<file path="config.mk">
export PLATFORM = sky130hd
export DESIGN_NAME = i2c_master_byte_engine_flat
export DESIGN_NICKNAME = d
export VERILOG_FILES = /design/src/i2cm_pkg.sv /design/src/i2cm_chan_if.sv /design/src/i2cm_front.sv /design/src/i2cm_queue.sv /design/src/i2cm_back.sv /design/src/i2c_master_byte_engine.sv /design/src/flat_wrapper.sv
export VERILOG_INCLUDE_DIRS = /design/src /design/src/src
export SDC_FILE = /design/constraint.sdc
export NUM_CORES = 1
export LEC_CHECK = 0
export ABC_AREA = 1
export BUFFER_PORTS_ARGS = -buffer_cell sky130_fd_sc_hd__buf_2
export CORE_MARGIN = 4
export CORE_UTILIZATION = 25
export DETAILED_ROUTE_END_ITERATION = 16
export SYNTH_ARGS = -nofsm -noshare
export SYNTH_HDL_FRONTEND = slang
export SYNTH_HIERARCHICAL = 1
export SYNTH_SLANG_ARGS = --single-unit
export TNS_END_PERCENT = 30
</file>
<file path="constraint.sdc">
create_clock -name i_clk -period 5.35 [get_ports i_clk]
set_input_delay 0 -clock i_clk [delete_from_list [all_inputs] [get_ports i_clk]]
set_output_delay 0 -clock i_clk [all_outputs]
set_load 0.05 [all_outputs]
</file>
<file path="src/i2c_master_byte_engine_defines.svh">
// Assertion macros shared by the I2C master byte engine RTL.
`ifndef I2C_MASTER_BYTE_ENGINE_DEFINES_SVH
`define I2C_MASTER_BYTE_ENGINE_DEFINES_SVH

// Same-cycle implication, reset-qualified.
`define I2CM_ASSERT_IMPL(lbl, clk, rst_n, ante, cons) \
    lbl: assert property (@(posedge clk) disable iff (!rst_n) (ante) |-> (cons)) \
        else $error("i2cm assertion failed");

// Next-cycle implication, reset-qualified.
`define I2CM_ASSERT_NEXT(lbl, clk, rst_n, ante, cons) \
    lbl: assert property (@(posedge clk) disable iff (!rst_n) (ante) |=> (cons)) \
        else $error("i2cm assertion failed");

`endif

</file>
<file path="src/i2cm_pkg.sv">
// Types, constants and helper functions for the I2C master byte engine.
package i2cm_pkg;

    typedef enum logic [2:0] {
        CMD_NONE  = 3'd0,
        CMD_START = 3'd1,
        CMD_STOP  = 3'd2,
        CMD_WRITE = 3'd3,
        CMD_READ  = 3'd4
    } t_cmd;

    typedef enum logic [2:0] {
        SEG_START,
        SEG_STOP,
        SEG_WBIT,
        SEG_RBIT,
        SEG_WAIT
    } t_seg;

    localparam logic [15:0] PHASE_TICKS_RST = 16'd1000;
    localparam logic [7:0]  MSB_MASK        = 8'd128;
    localparam logic [3:0]  BITS_PER_BYTE   = 4'd8;
    localparam logic [3:0]  LAST_BIT_WRITE  = 4'd8;
    localparam logic [3:0]  LAST_BIT_READ   = 4'd9;

    typedef struct packed {
        t_cmd       cmd;
        logic [7:0] tx_byte;
        logic       send_ack;
        logic       sda_in;
    } t_q_entry;

    typedef struct packed {
        logic       scl_drive_low;
        logic       sda_drive_low;
        logic       busy_res;
        logic       done_res;
        logic [7:0] rx_byte;
        logic       ack_bit;
        logic       command_ignored;
    } t_out_item;

    // Which bus segment the active command is in, by bit position.
    function automatic t_seg seg_kind(input t_cmd c, input logic [3:0] bits);
        t_seg k;
        case (c)
            CMD_START: k = SEG_START;
            CMD_STOP:  k = SEG_STOP;
            CMD_WRITE: k = (bits < BITS_PER_BYTE) ? SEG_WBIT : SEG_RBIT;
            default: begin
                if (bits < BITS_PER_BYTE)       k = SEG_RBIT;
                else if (bits == BITS_PER_BYTE) k = SEG_WBIT;
                else                            k = SEG_WAIT;
            end
        endcase
        return k;
    endfunction

    function automatic logic [1:0] seg_phases(input t_seg k);
        logic [1:0] n;
        case (k)
            SEG_START, SEG_WBIT: n = 2'd3;
            SEG_WAIT:            n = 2'd1;
            default:             n = 2'd2;
        endcase
        return n;
    endfunction

    function automatic logic [3:0] last_bit(input t_cmd c);
        logic [3:0] b;
        case (c)
            CMD_WRITE: b = LAST_BIT_WRITE;
            CMD_READ:  b = LAST_BIT_READ;
            default:   b = 4'd0;
        endcase
        return b;
    endfunction

endpackage

</file>
<file path="src/i2cm_chan_if.sv">
// Channel interfaces: input tick beats, result beats, configuration writes.
interface i2cm_in_if;
    logic       valid;
    logic       ready;
    logic [2:0] command;
    logic [7:0] tx_byte;
    logic       send_ack;
    logic       sda_in;

    modport source (output valid, command, tx_byte, send_ack, sda_in, input ready);
    modport sink   (input valid, command, tx_byte, send_ack, sda_in, output ready);
endinterface

interface i2cm_out_if;
    logic       valid;
    logic       ready;
    logic       scl_drive_low;
    logic       sda_drive_low;
    logic       busy_res;
    logic       done_res;
    logic [7:0] rx_byte;
    logic       ack_bit;
    logic       command_ignored;

    modport source (output valid, scl_drive_low, sda_drive_low, busy_res, done_res,
                    rx_byte, ack_bit, command_ignored, input ready);
    modport sink   (input valid, scl_drive_low, sda_drive_low, busy_res, done_res,
                    rx_byte, ack_bit, command_ignored, output ready);
endinterface

interface i2cm_cfg_if;
    logic        valid;
    logic        ready;
    logic [15:0] phase_ticks;

    modport source (output valid, phase_ticks, input ready);
    modport sink   (input valid, phase_ticks, output ready);
endinterface

</file>
<file path="src/i2cm_front.sv">
// Front end: takes tick beats and decodes the command code for the queue.
module i2cm_front
    import i2cm_pkg::*;
(
    i2cm_in_if.sink  i_in,
    input  logic     i_q_ready,
    output logic     o_push,
    output t_q_entry o_entry
);

    t_cmd cmd;

    // Codes 5..7 behave like no command.
    always_comb begin
        case (i_in.command)
            CMD_START, CMD_STOP, CMD_WRITE, CMD_READ: cmd = t_cmd'(i_in.command);
            default:                                  cmd = CMD_NONE;
        endcase
    end

    assign i_in.ready       = i_q_ready;
    assign o_push           = i_in.valid & i_q_ready;
    assign o_entry.cmd      = cmd;
    assign o_entry.tx_byte  = i_in.tx_byte;
    assign o_entry.send_ack = i_in.send_ack;
    assign o_entry.sda_in   = i_in.sda_in;

endmodule

</file>
<file path="src/i2cm_queue.sv">
// Small register FIFO between the front end and the bus sequencer.
module i2cm_queue
    import i2cm_pkg::*;
#(
    parameter int DEPTH = 2
) (
    input  logic     i_clk,
    input  logic     i_rst_n,
    input  logic     i_push,
    input  t_q_entry i_entry,
    output logic     o_ready,
    input  logic     i_pop,
    output logic     o_valid,
    output t_q_entry o_entry
);
`include "i2c_master_byte_engine_defines.svh"

    localparam int PTR_W = $clog2(DEPTH);
    localparam int CNT_W = $clog2(DEPTH + 1);
    localparam logic [PTR_W-1:0] PTR_LAST = PTR_W'(DEPTH - 1);
    localparam logic [CNT_W-1:0] CNT_FULL = CNT_W'(DEPTH);

    t_q_entry         r_mem [DEPTH];
    logic [PTR_W-1:0] r_wr_ptr, n_wr_ptr;
    logic [PTR_W-1:0] r_rd_ptr, n_rd_ptr;
    logic [CNT_W-1:0] r_count, n_count;

    assign o_ready = (r_count != CNT_FULL);
    assign o_valid = (r_count != '0);
    assign o_entry = r_mem[r_rd_ptr];

    always_comb begin
        n_wr_ptr = r_wr_ptr;
        n_rd_ptr = r_rd_ptr;
        n_count  = r_count;
        if (i_push) begin
            n_wr_ptr = (r_wr_ptr == PTR_LAST) ? '0 : r_wr_ptr + 1'b1;
        end
        if (i_pop) begin
            n_rd_ptr = (r_rd_ptr == PTR_LAST) ? '0 : r_rd_ptr + 1'b1;
        end
        case ({i_push, i_pop})
            2'b10:   n_count = r_count + 1'b1;
            2'b01:   n_count = r_count - 1'b1;
            default: n_count = r_count;
        endcase
    end

    always_ff @(posedge i_clk) begin
        if (!i_rst_n) begin
            r_wr_ptr <= '0;
            r_rd_ptr <= '0;
            r_count  <= '0;
        end else begin
            r_wr_ptr <= n_wr_ptr;
            r_rd_ptr <= n_rd_ptr;
            r_count  <= n_count;
        end
    end

    always_ff @(posedge i_clk) begin
        if (i_push) begin
            r_mem[r_wr_ptr] <= i_entry;
        end
    end

    `I2CM_ASSERT_IMPL(a_q_no_overflow, i_clk, i_rst_n, i_push, r_count != CNT_FULL || i_pop)
    `I2CM_ASSERT_IMPL(a_q_no_underflow, i_clk, i_rst_n, i_pop, r_count != '0)
    `I2CM_ASSERT_IMPL(a_q_count_bound, i_clk, i_rst_n, 1'b1, r_count <= CNT_FULL)

endmodule

</file>
<file path="src/i2cm_back.sv">
// Bus sequencer: runs one tick of the phase machine per beat, registers the result.
module i2cm_back
    import i2cm_pkg::*;
(
    input  logic        i_clk,
    input  logic        i_rst_n,
    input  logic [15:0] i_phase_ticks,
    input  logic        i_q_valid,
    input  t_q_entry    i_q_entry,
    output logic        o_q_pop,
    input  logic        i_out_ready,
    output logic        o_out_valid,
    output t_out_item   o_out_item
);
`include "i2c_master_byte_engine_defines.svh"

    t_cmd        r_cmd, n_cmd;
    logic [15:0] r_tick, n_tick;
    logic [1:0]  r_phase, n_phase;
    logic [3:0]  r_bits, n_bits;
    logic [7:0]  r_shift, n_shift;
    logic        r_scl, n_scl;
    logic        r_sda, n_sda;
    logic [7:0]  r_rx, n_rx;
    logic        r_ack, n_ack;
    logic        r_ack_pend, n_ack_pend;
    logic        r_out_valid;
    t_out_item   r_out;

    logic        pop;
    logic        done;
    logic        ignored;
    logic        wdata;
    t_seg        kind;
    logic [15:0] pt;
    logic [15:0] tick_inc;

    assign pop         = i_q_valid & (~r_out_valid | i_out_ready);
    assign o_q_pop     = pop;
    assign o_out_valid = r_out_valid;
    assign o_out_item  = r_out;
    assign pt          = (i_phase_ticks == 16'd0) ? 16'd1 : i_phase_ticks;

    always_comb begin
        n_cmd      = r_cmd;
        n_tick     = r_tick;
        n_phase    = r_phase;
        n_bits     = r_bits;
        n_shift    = r_shift;
        n_scl      = r_scl;
        n_sda      = r_sda;
        n_rx       = r_rx;
        n_ack      = r_ack;
        n_ack_pend = r_ack_pend;
        done       = 1'b0;
        ignored    = 1'b0;
        kind       = SEG_WAIT;
        wdata      = 1'b0;
        tick_inc   = 16'd0;
        if (pop) begin
            // busy engines drop new commands, idle ones latch them
            if (r_cmd != CMD_NONE) begin
                ignored = (i_q_entry.cmd != CMD_NONE);
            end else if (i_q_entry.cmd != CMD_NONE) begin
                n_cmd   = i_q_entry.cmd;
                n_bits  = 4'd0;
                n_phase = 2'd0;
                n_tick  = 16'd0;
                n_shift = (i_q_entry.cmd == CMD_WRITE) ? i_q_entry.tx_byte : 8'd0;
                if (i_q_entry.cmd == CMD_READ) begin
                    n_ack_pend = i_q_entry.send_ack;
                end
            end

            if (n_cmd != CMD_NONE) begin
                kind  = seg_kind(n_cmd, n_bits);
                wdata = (n_cmd == CMD_WRITE) ? ((n_shift & MSB_MASK) != 8'd0) : ~n_ack_pend;
                // line changes land on the first tick of each phase
                if (n_tick == 16'd0) begin
                    case (kind)
                        SEG_START: begin
                            if (n_phase == 2'd0) begin
                                n_scl = 1'b0;
                                n_sda = 1'b0;
                            end else if (n_phase == 2'd1) begin
                                n_sda = 1'b1;
                            end else begin
                                n_scl = 1'b1;
                            end
                        end
                        SEG_STOP: begin
                            if (n_phase == 2'd0) n_scl = 1'b0;
                            else                 n_sda = 1'b0;
                        end
                        SEG_WBIT: begin
                            if (n_phase == 2'd0) begin
                                n_sda = ~wdata;
                                n_scl = 1'b0;
                            end else if (n_phase == 2'd1) begin
                                n_scl = 1'b1;
                            end else if (wdata) begin
                                n_sda = 1'b1;
                            end
                        end
                        SEG_RBIT: begin
                            if (n_phase == 2'd0) begin
                                n_sda = 1'b0;
                                n_scl = 1'b0;
                            end else begin
                                n_scl = 1'b1;
                            end
                        end
                        default: begin
                        end
                    endcase
                end

                tick_inc = n_tick + 16'd1;
                if (tick_inc >= pt) begin
                    n_tick = 16'd0;
                    // sample SDA at the end of the clock-high phase
                    if (kind == SEG_RBIT && n_phase == 2'd0) begin
                        if (n_cmd == CMD_WRITE) n_ack = i_q_entry.sda_in;
                        else                    n_shift = {n_shift[6:0], i_q_entry.sda_in};
                    end
                    if ({1'b0, n_phase} + 3'd1 >= {1'b0, seg_phases(kind)}) begin
                        n_phase = 2'd0;
                        if (kind == SEG_WBIT && n_cmd == CMD_WRITE) begin
                            n_shift = {n_shift[6:0], 1'b0};
                        end
                        n_bits = n_bits + 4'd1;
                        if (n_bits > last_bit(n_cmd)) begin
                            if (n_cmd == CMD_READ) n_rx = n_shift;
                            n_cmd  = CMD_NONE;
                            n_bits = 4'd0;
                            done   = 1'b1;
                        end
                    end else begin
                        n_phase = n_phase + 2'd1;
                    end
                end else begin
                    n_tick = tick_inc;
                end
            end
        end
    end

    always_ff @(posedge i_clk) begin
        if (!i_rst_n) begin
            r_cmd       <= CMD_NONE;
            r_tick      <= '0;
            r_phase     <= '0;
            r_bits      <= '0;
            r_shift     <= '0;
            r_scl       <= 1'b0;
            r_sda       <= 1'b0;
            r_rx        <= '0;
            r_ack       <= 1'b0;
            r_ack_pend  <= 1'b0;
            r_out_valid <= 1'b0;
        end else begin
            r_cmd      <= n_cmd;
            r_tick     <= n_tick;
            r_phase    <= n_phase;
            r_bits     <= n_bits;
            r_shift    <= n_shift;
            r_scl      <= n_scl;
            r_sda      <= n_sda;
            r_rx       <= n_rx;
            r_ack      <= n_ack;
            r_ack_pend <= n_ack_pend;
            if (pop) begin
                r_out_valid <= 1'b1;
            end else if (i_out_ready) begin
                r_out_valid <= 1'b0;
            end
        end
    end

    always_ff @(posedge i_clk) begin
        if (pop) begin
            r_out.scl_drive_low   <= n_scl;
            r_out.sda_drive_low   <= n_sda;
            r_out.busy_res        <= (n_cmd != CMD_NONE);
            r_out.done_res        <= done;
            r_out.rx_byte         <= n_rx;
            r_out.ack_bit         <= n_ack;
            r_out.command_ignored <= ignored;
        end
    end

    `I2CM_ASSERT_IMPL(a_busy_tracks_cmd, i_clk, i_rst_n, r_out_valid, r_out.busy_res == (r_cmd != CMD_NONE))
    `I2CM_ASSERT_IMPL(a_bits_in_range, i_clk, i_rst_n, 1'b1, r_bits <= LAST_BIT_READ)
    `I2CM_ASSERT_NEXT(a_free_slot_fills, i_clk, i_rst_n, i_q_valid && !r_out_valid, r_out_valid)

endmodule

</file>
<file path="src/i2c_master_byte_engine.sv">
// Top level of the I2C master byte engine: front end, beat queue, bus sequencer.
// A tick beat is written into the queue memory, and its result beat is then held in the sequencer's output register.
// Throughput: one tick beat per cycle sustained while the output accepts results; the sequencer steps once per beat.
// Input ready drops only when the queue is full, i.e. when results back up on the output.
// Reset (sync, active low): both bus lines released, engine idle, queue empty,
// phase_ticks back to 1000; no clearing pass, beats are taken right after reset.
module i2c_master_byte_engine
    import i2cm_pkg::*;
#(
    parameter int QUEUE_DEPTH = 2
) (
    input  logic       i_clk,
    input  logic       i_rst_n,
    i2cm_in_if.sink    i_in,
    i2cm_out_if.source o_out,
    i2cm_cfg_if.sink   i_cfg
);

    // Bus phase length; software writes it only while the engine is idle (not enforced by the block).
    logic [15:0] r_phase_ticks;

    logic      q_ready;
    logic      q_push;
    t_q_entry  q_in_entry;
    logic      q_valid;
    logic      q_pop;
    t_q_entry  q_out_entry;
    logic      out_valid;
    t_out_item out_item;

    assign i_cfg.ready = 1'b1;

    always_ff @(posedge i_clk) begin
        if (!i_rst_n) begin
            r_phase_ticks <= PHASE_TICKS_RST;
        end else if (i_cfg.valid) begin
            r_phase_ticks <= i_cfg.phase_ticks;
        end
    end

    // Front end: decode the command code of each tick beat.
    i2cm_front u_front (
        .i_in      (i_in),
        .i_q_ready (q_ready),
        .o_push    (q_push),
        .o_entry   (q_in_entry)
    );

    // Decouples input acceptance from output back-pressure.
    i2cm_queue #(
        .DEPTH (QUEUE_DEPTH)
    ) u_queue (
        .i_clk   (i_clk),
        .i_rst_n (i_rst_n),
        .i_push  (q_push),
        .i_entry (q_in_entry),
        .o_ready (q_ready),
        .i_pop   (q_pop),
        .o_valid (q_valid),
        .o_entry (q_out_entry)
    );

    // Back end: phase/bit sequencer plus output register.
    i2cm_back u_back (
        .i_clk         (i_clk),
        .i_rst_n       (i_rst_n),
        .i_phase_ticks (r_phase_ticks),
        .i_q_valid     (q_valid),
        .i_q_entry     (q_out_entry),
        .o_q_pop       (q_pop),
        .i_out_ready   (o_out.ready),
        .o_out_valid   (out_valid),
        .o_out_item    (out_item)
    );

    assign o_out.valid           = out_valid;
    assign o_out.scl_drive_low   = out_item.scl_drive_low;
    assign o_out.sda_drive_low   = out_item.sda_drive_low;
    assign o_out.busy_res        = out_item.busy_res;
    assign o_out.done_res        = out_item.done_res;
    assign o_out.rx_byte         = out_item.rx_byte;
    assign o_out.ack_bit         = out_item.ack_bit;
    assign o_out.command_ignored = out_item.command_ignored;

endmodule
</file>
<file path="src/flat_wrapper.sv">
// flat-port wrapper written by rule: the top's interface ports become plain ports
module i2c_master_byte_engine_flat import i2cm_pkg::*;
#(
    parameter int QUEUE_DEPTH = 2
)
  (i_clk, i_rst_n, i_in_valid, i_in_command, i_in_tx_byte, i_in_send_ack, i_in_sda_in, i_in_ready, o_out_valid, o_out_scl_drive_low, o_out_sda_drive_low, o_out_busy_res, o_out_done_res, o_out_rx_byte, o_out_ack_bit, o_out_command_ignored, o_out_ready, i_cfg_valid, i_cfg_phase_ticks, i_cfg_ready);
  i2cm_in_if i_in_i ();
  i2cm_out_if o_out_i ();
  i2cm_cfg_if i_cfg_i ();
  input  logic i_clk;
  input  logic i_rst_n;
  input wire logic [$bits(i_in_i.valid)-1:0] i_in_valid;
  input wire logic [$bits(i_in_i.command)-1:0] i_in_command;
  input wire logic [$bits(i_in_i.tx_byte)-1:0] i_in_tx_byte;
  input wire logic [$bits(i_in_i.send_ack)-1:0] i_in_send_ack;
  input wire logic [$bits(i_in_i.sda_in)-1:0] i_in_sda_in;
  output wire logic [$bits(i_in_i.ready)-1:0] i_in_ready;
  output wire logic [$bits(o_out_i.valid)-1:0] o_out_valid;
  output wire logic [$bits(o_out_i.scl_drive_low)-1:0] o_out_scl_drive_low;
  output wire logic [$bits(o_out_i.sda_drive_low)-1:0] o_out_sda_drive_low;
  output wire logic [$bits(o_out_i.busy_res)-1:0] o_out_busy_res;
  output wire logic [$bits(o_out_i.done_res)-1:0] o_out_done_res;
  output wire logic [$bits(o_out_i.rx_byte)-1:0] o_out_rx_byte;
  output wire logic [$bits(o_out_i.ack_bit)-1:0] o_out_ack_bit;
  output wire logic [$bits(o_out_i.command_ignored)-1:0] o_out_command_ignored;
  input wire logic [$bits(o_out_i.ready)-1:0] o_out_ready;
  input wire logic [$bits(i_cfg_i.valid)-1:0] i_cfg_valid;
  input wire logic [$bits(i_cfg_i.phase_ticks)-1:0] i_cfg_phase_ticks;
  output wire logic [$bits(i_cfg_i.ready)-1:0] i_cfg_ready;
  assign i_in_i.valid = i_in_valid;
  assign i_in_i.command = i_in_command;
  assign i_in_i.tx_byte = i_in_tx_byte;
  assign i_in_i.send_ack = i_in_send_ack;
  assign i_in_i.sda_in = i_in_sda_in;
  assign i_in_ready = i_in_i.ready;
  assign o_out_valid = o_out_i.valid;
  assign o_out_scl_drive_low = o_out_i.scl_drive_low;
  assign o_out_sda_drive_low = o_out_i.sda_drive_low;
  assign o_out_busy_res = o_out_i.busy_res;
  assign o_out_done_res = o_out_i.done_res;
  assign o_out_rx_byte = o_out_i.rx_byte;
  assign o_out_ack_bit = o_out_i.ack_bit;
  assign o_out_command_ignored = o_out_i.command_ignored;
  assign o_out_i.ready = o_out_ready;
  assign i_cfg_i.valid = i_cfg_valid;
  assign i_cfg_i.phase_ticks = i_cfg_phase_ticks;
  assign i_cfg_ready = i_cfg_i.ready;
  i2c_master_byte_engine #(.QUEUE_DEPTH(QUEUE_DEPTH)) u_core (.i_clk(i_clk), .i_rst_n(i_rst_n), .i_in(i_in_i), .o_out(o_out_i), .i_cfg(i_cfg_i));
endmodule
</file>
=== Word-level counts from Yosys, hierarchy flattened ===
Memories as Yosys holds them, arrays and structs flattened. A register that Yosys moved wholly into a read port is not among the register bits.
Index checks and enable logic that the tools add are counted.

* Register bits after elaboration: 80
* Bits in latches: 0
* Bits in writable memories: 26
* Memory bits (read-only): 0
* Input port bits: 34
* Word-level logic and storage cells: 176
* Memories: 1

{| class="wikitable"
|+ Memories
! name !! depth !! width !! read ports !! clocked after Yosys merged registers in !! wr ports !! line !! text
|-
| u_core.u_queue.r_mem || 2 || 13 || 1 || 1 || 1 || i2cm_queue.sv:23 || <nowiki>t_q_entry r_mem [DEPTH];</nowiki>
|}

* Add/subtract/negate cells: 8
* $mul: 0
* Divide/modulo/power cells: 0
* $lt $le $gt $ge: 4
* Equal/unequal tests: 19
* Shift-type cells: 0
* Multiplexer cells: 100
* Bitwise logic cells: 6
* Reduce and logical (&&, ||, !) cells: 16

{| class="wikitable"
|+ Operator list
! kind !! number
|-
| 8-bit two-way mux || 16
|-
| 16-bit two-way mux || 6
|-
| 4-bit two-way mux || 11
|-
| 1-bit two-way mux || 39
|-
| 3-bit two-way mux || 13
|-
| 16-bit logical NOT || 2
|-
| 3-bit by 2-bit == test with 1-bit output, second input constant || 7
|-
| 2-bit two-way mux || 9
|-
| 16-bit by 1-bit adder with 16-bit output, second input constant || 1
|-
| 16-bit >= comparator || 1
|-
| 3-bit == test, second input constant || 4
|-
| 3-bit nonzero test || 4
|-
| 3-bit by 1-bit == test with 1-bit output, second input constant || 3
|-
| 3-bit case mux with 3 select lines || 1
|-
| 1-bit case mux with 4 select lines || 2
|-
| 2-bit case mux with 2 select lines || 2
|-
| 4-bit case mux with 2 select lines || 1
|-
| 2-bit nonzero test || 3
|-
| 2-bit by 1-bit adder with 2-bit output, second input constant || 2
|-
| 4-bit by 1-bit adder with 4-bit output, second input constant || 1
|-
| 2-bit by 1-bit == test with 1-bit output, second input constant || 2
|-
| 4-bit == test, second input constant || 1
|-
| 4-bit > comparator || 1
|-
| 4-bit less-than comparator, second input constant || 1
|-
| 15 further kinds || 20
|}

=== Depth between registers and ports, before layout ===
* Word-level depth: 28
* Gate-level depth with buffers: 29
* Gate-level depth less buffers: 26

=== Cells and area by module ===
The synthesis kept the hierarchy.

{| class="wikitable"
|+ By module, submodules not included
! module !! instances !! cells each !! area each (um2) !! sequential area each (um2)
|-
| i2cm_back || 1 || 674 || 4630.7 || 1341.3
|-
| i2cm_queue || 1 || 74 || 1201.2 || 880.8
|-
| i2c_master_byte_engine || 1 || 92 || 658.1 || 320.3
|-
| i2cm_front || 1 || 19 || 112.6 || 0.0
|}

=== Worst setup path after synthesis ===
Ideal clock, no wire load.

* Kind: register -> register
* From: register (tool-made name)
* To: register, netlist name u_core/u_back/o_out_item[4]
* Arrival: 3.988 ns
* Data required time: 5.095 ns
* Setup slack: 1.107 ns
* Stages on the path, launching flop included: 29
* Buffers on the path: 3
* Clock period less this slack: 4.243 ns
* Cell sequence: dfxtp_1 > buf_6 > mux2_4 > nor2_1 > nand2_2 > nand2_8 > buf_6 > buf_6 > nand2_1 > inv_1 > ha_1 > inv_1 > nor3_2 > nand2_1 > nor2_1 > nand3_1 > xor2_1 > ha_1 > nand2_1 > inv_1 > nand3_1 > nor3_1 > nand3_1 > nand3_1 > nand3_2 > nor2_4 > inv_2 > nand2_1 > nand2_1

==> metrics <==
area growth from synthesis to final layout=16.35%; share of the clock period used by the worst path after layout=85.34%; transition at the pin with the smallest max-transition slack=1109 ps; x dimension of the die=170.5 um; source of the worst hold timing path=i_in_command[1]; multi-input gate area in the final layout=3373 um2; outcome=finished, final reports clean; wire length per cell=12.16 um; clock-pin transition on the worst setup and hold timing paths=80 ps; overall power consumption=4.635 mW; most common cell after layout, fill and taps aside=sky130_fd_sc_hd__nand2_1; count of endpoints failing setup in the final report=0; total length of routed wires=15280 um; ys flop type=sky130_fd_sc_hd__dfxtp_1; Worst Setup End Kind=register; 1st-iter DRT viols=328; GR Util All Layers=10.85%; Max Slew Vio Count=0; post-synth top area cell=sky130_fd_sc_hd__dfxtp_1; number of global-route vias before repair=5433; DP Wirelength=11190 um; # IOs=51; Critical Path Slowest Stage Cell=sky130_fd_sc_hd__dfxtp_1; clock tree from TritonCTS=done; commonest non-fill, non-tap cells in the layout=sky130_fd_sc_hd__nand2_1, sky130_fd_sc_hd__inv_1, sky130_fd_sc_hd__nor2_1; cell count after synthesis=859; # H-tree levels=3; multiplexer fraction of the synthesized cell area=2.786%; time the worst path needs with I/O delays and setup=4566 ps; core footprint=25980 um2; area share of the largest cell type after synthesis=20.31%; hold depth=3; FF-to-FF End=u_core/u_back/o_out_item[5]; initial standard-cell utilization of the core=25.41%; Leakage Power=3.392 nW; placed cell count=1210; largest net degree at the start of global routing=57; Overflow after GRT=0; overall via count from detail_route=5631; highest fanout seen on the critical path=24; placer congestion estimate=0.8427; setup TNS after final layout=0 ps; number of filler instances in the final layout=2821; synth top area cells=sky130_fd_sc_hd__dfxtp_1, sky130_fd_sc_hd__edfxtp_1, sky130_fd_sc_hd__nand2_1; maximum operating frequency=0.2190 GHz; Data required, critical path=5460 ps; Avg Cell Area, Syn=7.686 um2; ratio of total power to cell area=603.4 nW/um2; Buffers on Ports=49; wire length of the first global-routing pass=26210 um; maximum clock insertion buffer count=2; number of synthesis warnings=6; Crit path arrival time=4680 ps; Async S/R FF share, synth=0%; die outline area=29070 um2; Max stage delay on crit path=420 ps; Post-synth EDFFs=40; count of nets left with antenna violations after detail routing=0; number of nets produced by synthesis=921; CP dominant cell by count=sky130_fd_sc_hd__nand2_1; critical path type=reg2reg; sinks on the clock net=107; DR pass1 iterations=5; share of the synthesized area in compound gates (AO/OA/AOI/OAI)=11.54%; flip-flop and latch count after synthesis=107; internal reg-to-reg setup slack=780 ps; Antenna Diode Count=0; via density per instance=4.480; clock insertion delay at the later pin of the skew report=360 ps; core occupancy in the finished layout=29.56%; fraction of final layout cells sized beyond drive strength 1=16.49%; R2R cell count=25; share of synthesized area occupied by flip-flops and latches=38.51%; Root Buffer Master=sky130_fd_sc_hd__clkbuf_16; num rows=59; parity-gate share of the synthesized area counting xor and xnor cells=1.724%; Nets=979; clock buffers created by TritonCTS=9; cells resized by post-CTS repair=0; non-filler instance count after layout=1257; path class of the lowest-slack min-delay path=in2reg; count of unique library cells instantiated by Yosys=53; Adder-Cell Fraction of Synth Area=5.420%; normalized max-slew margin=25.81%; antenna violations before repair=0; setup repair after global routing missed its margin=no; area used by sequential logic in the layout=2542 um2; Worst IR Drop VDD=0.0002381 V; main combinational cell family by area after synthesis=simple AND/OR/NAND/NOR gates; area of the mapped netlist=6603 um2; Die Span Y=170.5 um; count of maximum capacitance violations=0; hold endpoint=u_core/u_queue/r_mem[0][11]; type of element launching the critical path=register; Final Skew=8.826 ps; number of hold violations in the final report=0; DRC violation count after routing=0; simple-gate share of the synthesized area=29.56%
[critical path: cells and delay by family, from the launching register on]
| family | cells | cell delay [ps] |
|---|---|---|
| xor+xnor | 1 | 170 |
| fa+ha+maj | 2 | 430 |
| buf+inv | 4 | 330 |
| flops | 1 | 420 |
| mux | 1 | 340 |
| simple gates | 17 | 2600 |
[report_power, final]
group | total (mW) | internal [mW] | switching (mW)
Combinational | 2.66 | 0.771 | 1.89
Sequential | 1.24 | 1.10 | 0.142
Clock | 0.733 | 0.384 | 0.349
[timing repair]
action                                 in CTS  in global routing
buffers inserted                            0                  0
endpoints found under the hold margin      44                  0
hold buffers                               31                  0
[synth_stat cells, types with 4 or more instances]
cell type / number
sky130_fd_sc_hd__nand3_1: 62
sky130_fd_sc_hd__nor2_2: 5
sky130_fd_sc_hd__o21ai_0: 35
sky130_fd_sc_hd__nand2_2: 13
sky130_fd_sc_hd__a21oi_1: 48
sky130_fd_sc_hd__nand4_1: 6
sky130_fd_sc_hd__buf_6: 9
sky130_fd_sc_hd__dfxtp_1: 67
sky130_fd_sc_hd__nor3_1: 7
sky130_fd_sc_hd__o21ai_1: 5
sky130_fd_sc_hd__xor2_1: 11
sky130_fd_sc_hd__edfxtp_1: 40
sky130_fd_sc_hd__a31oi_1: 20
sky130_fd_sc_hd__nand2_1: 218
sky130_fd_sc_hd__nor2_1: 78
sky130_fd_sc_hd__nand3_2: 10
sky130_fd_sc_hd__inv_1: 96
sky130_fd_sc_hd__buf_4: 13
sky130_fd_sc_hd__nor4_1: 4
sky130_fd_sc_hd__clkbuf_1: 11
sky130_fd_sc_hd__a21oi_2: 8
sky130_fd_sc_hd__inv_2: 10
sky130_fd_sc_hd__ha_1: 27
sky130_fd_sc_hd__mux2_4: 10
sky130_fd_sc_hd__nor2_4: 6
sky130_fd_sc_hd__o211ai_1: 4
[per-layer routing]
metal | track usage [%] | wire length (um)
met2 | 17.57 | 6888
met1 | 14.74 | 7639
met5 | 0 | 0
met3 | 2.079 | 520
met4 | 3.264 | 233
[worst max path at each step]
stage | slack [ps] | from | cells past startpoint | end
finish | 780 | register | 25 | u_core/u_back/o_out_item[5]
global route | 230 | register | 25 | u_core/u_back/o_out_item[5]
detailed placement | 780 | register | 25 | u_core/u_back/o_out_item[5]
global placement | 1000 | register | 25 | u_core/u_back/o_out_item[3]
floorplan | 1110 | register | 28 | u_core/u_back/o_out_item[4]
CTS | 770 | register | 25 | u_core/u_back/o_out_item[5]
[final cells by class]
class	count	share of cell area, %
timing repair buffer	84	7.622
sequential	107	33.09
clock buffer	9	2.932
tap	335	5.456
inverter	109	5.423
multi-input combinational	606	43.91
clock inverter	7	1.564
[registers in the layout (all words and copies together), names as in the netlist, named ones only]
signal,count
u_core/u_back/o_out_item,14
u_core/u_back/r_bits,4
u_core/u_back/r_shift,8
u_core/u_back/r_ack,1
u_core/u_queue/r_rd_ptr,1
u_core/u_back/r_cmd,3
u_core/u_back/r_scl,1
u_core/u_back/r_rx,8
u_core/r_phase_ticks,16
u_core/u_back/r_tick,16
u_core/u_queue/r_mem,26
u_core/u_queue/r_wr_ptr,1
u_core/u_queue/r_count,2
u_core/u_back/o_out_valid,1
u_core/u_back/r_sda,1
u_core/u_back/r_ack_pend,1
u_core/u_back/r_phase,2
[kinds of logic after synthesis]
group           count (synthesis)
mux                            13
simple gates                  423
compound gates                128
xor+xnor                       13
other cells                     1
fa+ha+maj                      28
buf+inv                       146
flops                         107
[through the flow]
| stage | area [um2] | hold slack, ps | setup WS [ps] |
|---|---|---|---|
| 5_1_grt | 7682 | 12.49 | 232.1 |
| 3_3_place_gp | 7027 | 189.7 | 996.0 |
| 6_report | 7682 | 16.39 | 784.1 |
| 3_5_place_dp | 7027 | 191.6 | 776.0 |
| 4_1_cts | 7682 | 4.193 | 771.8 |
| 2_1_floorplan | 6603 | 120.7 | 1107 |
(Power assumes the default switching activity.)
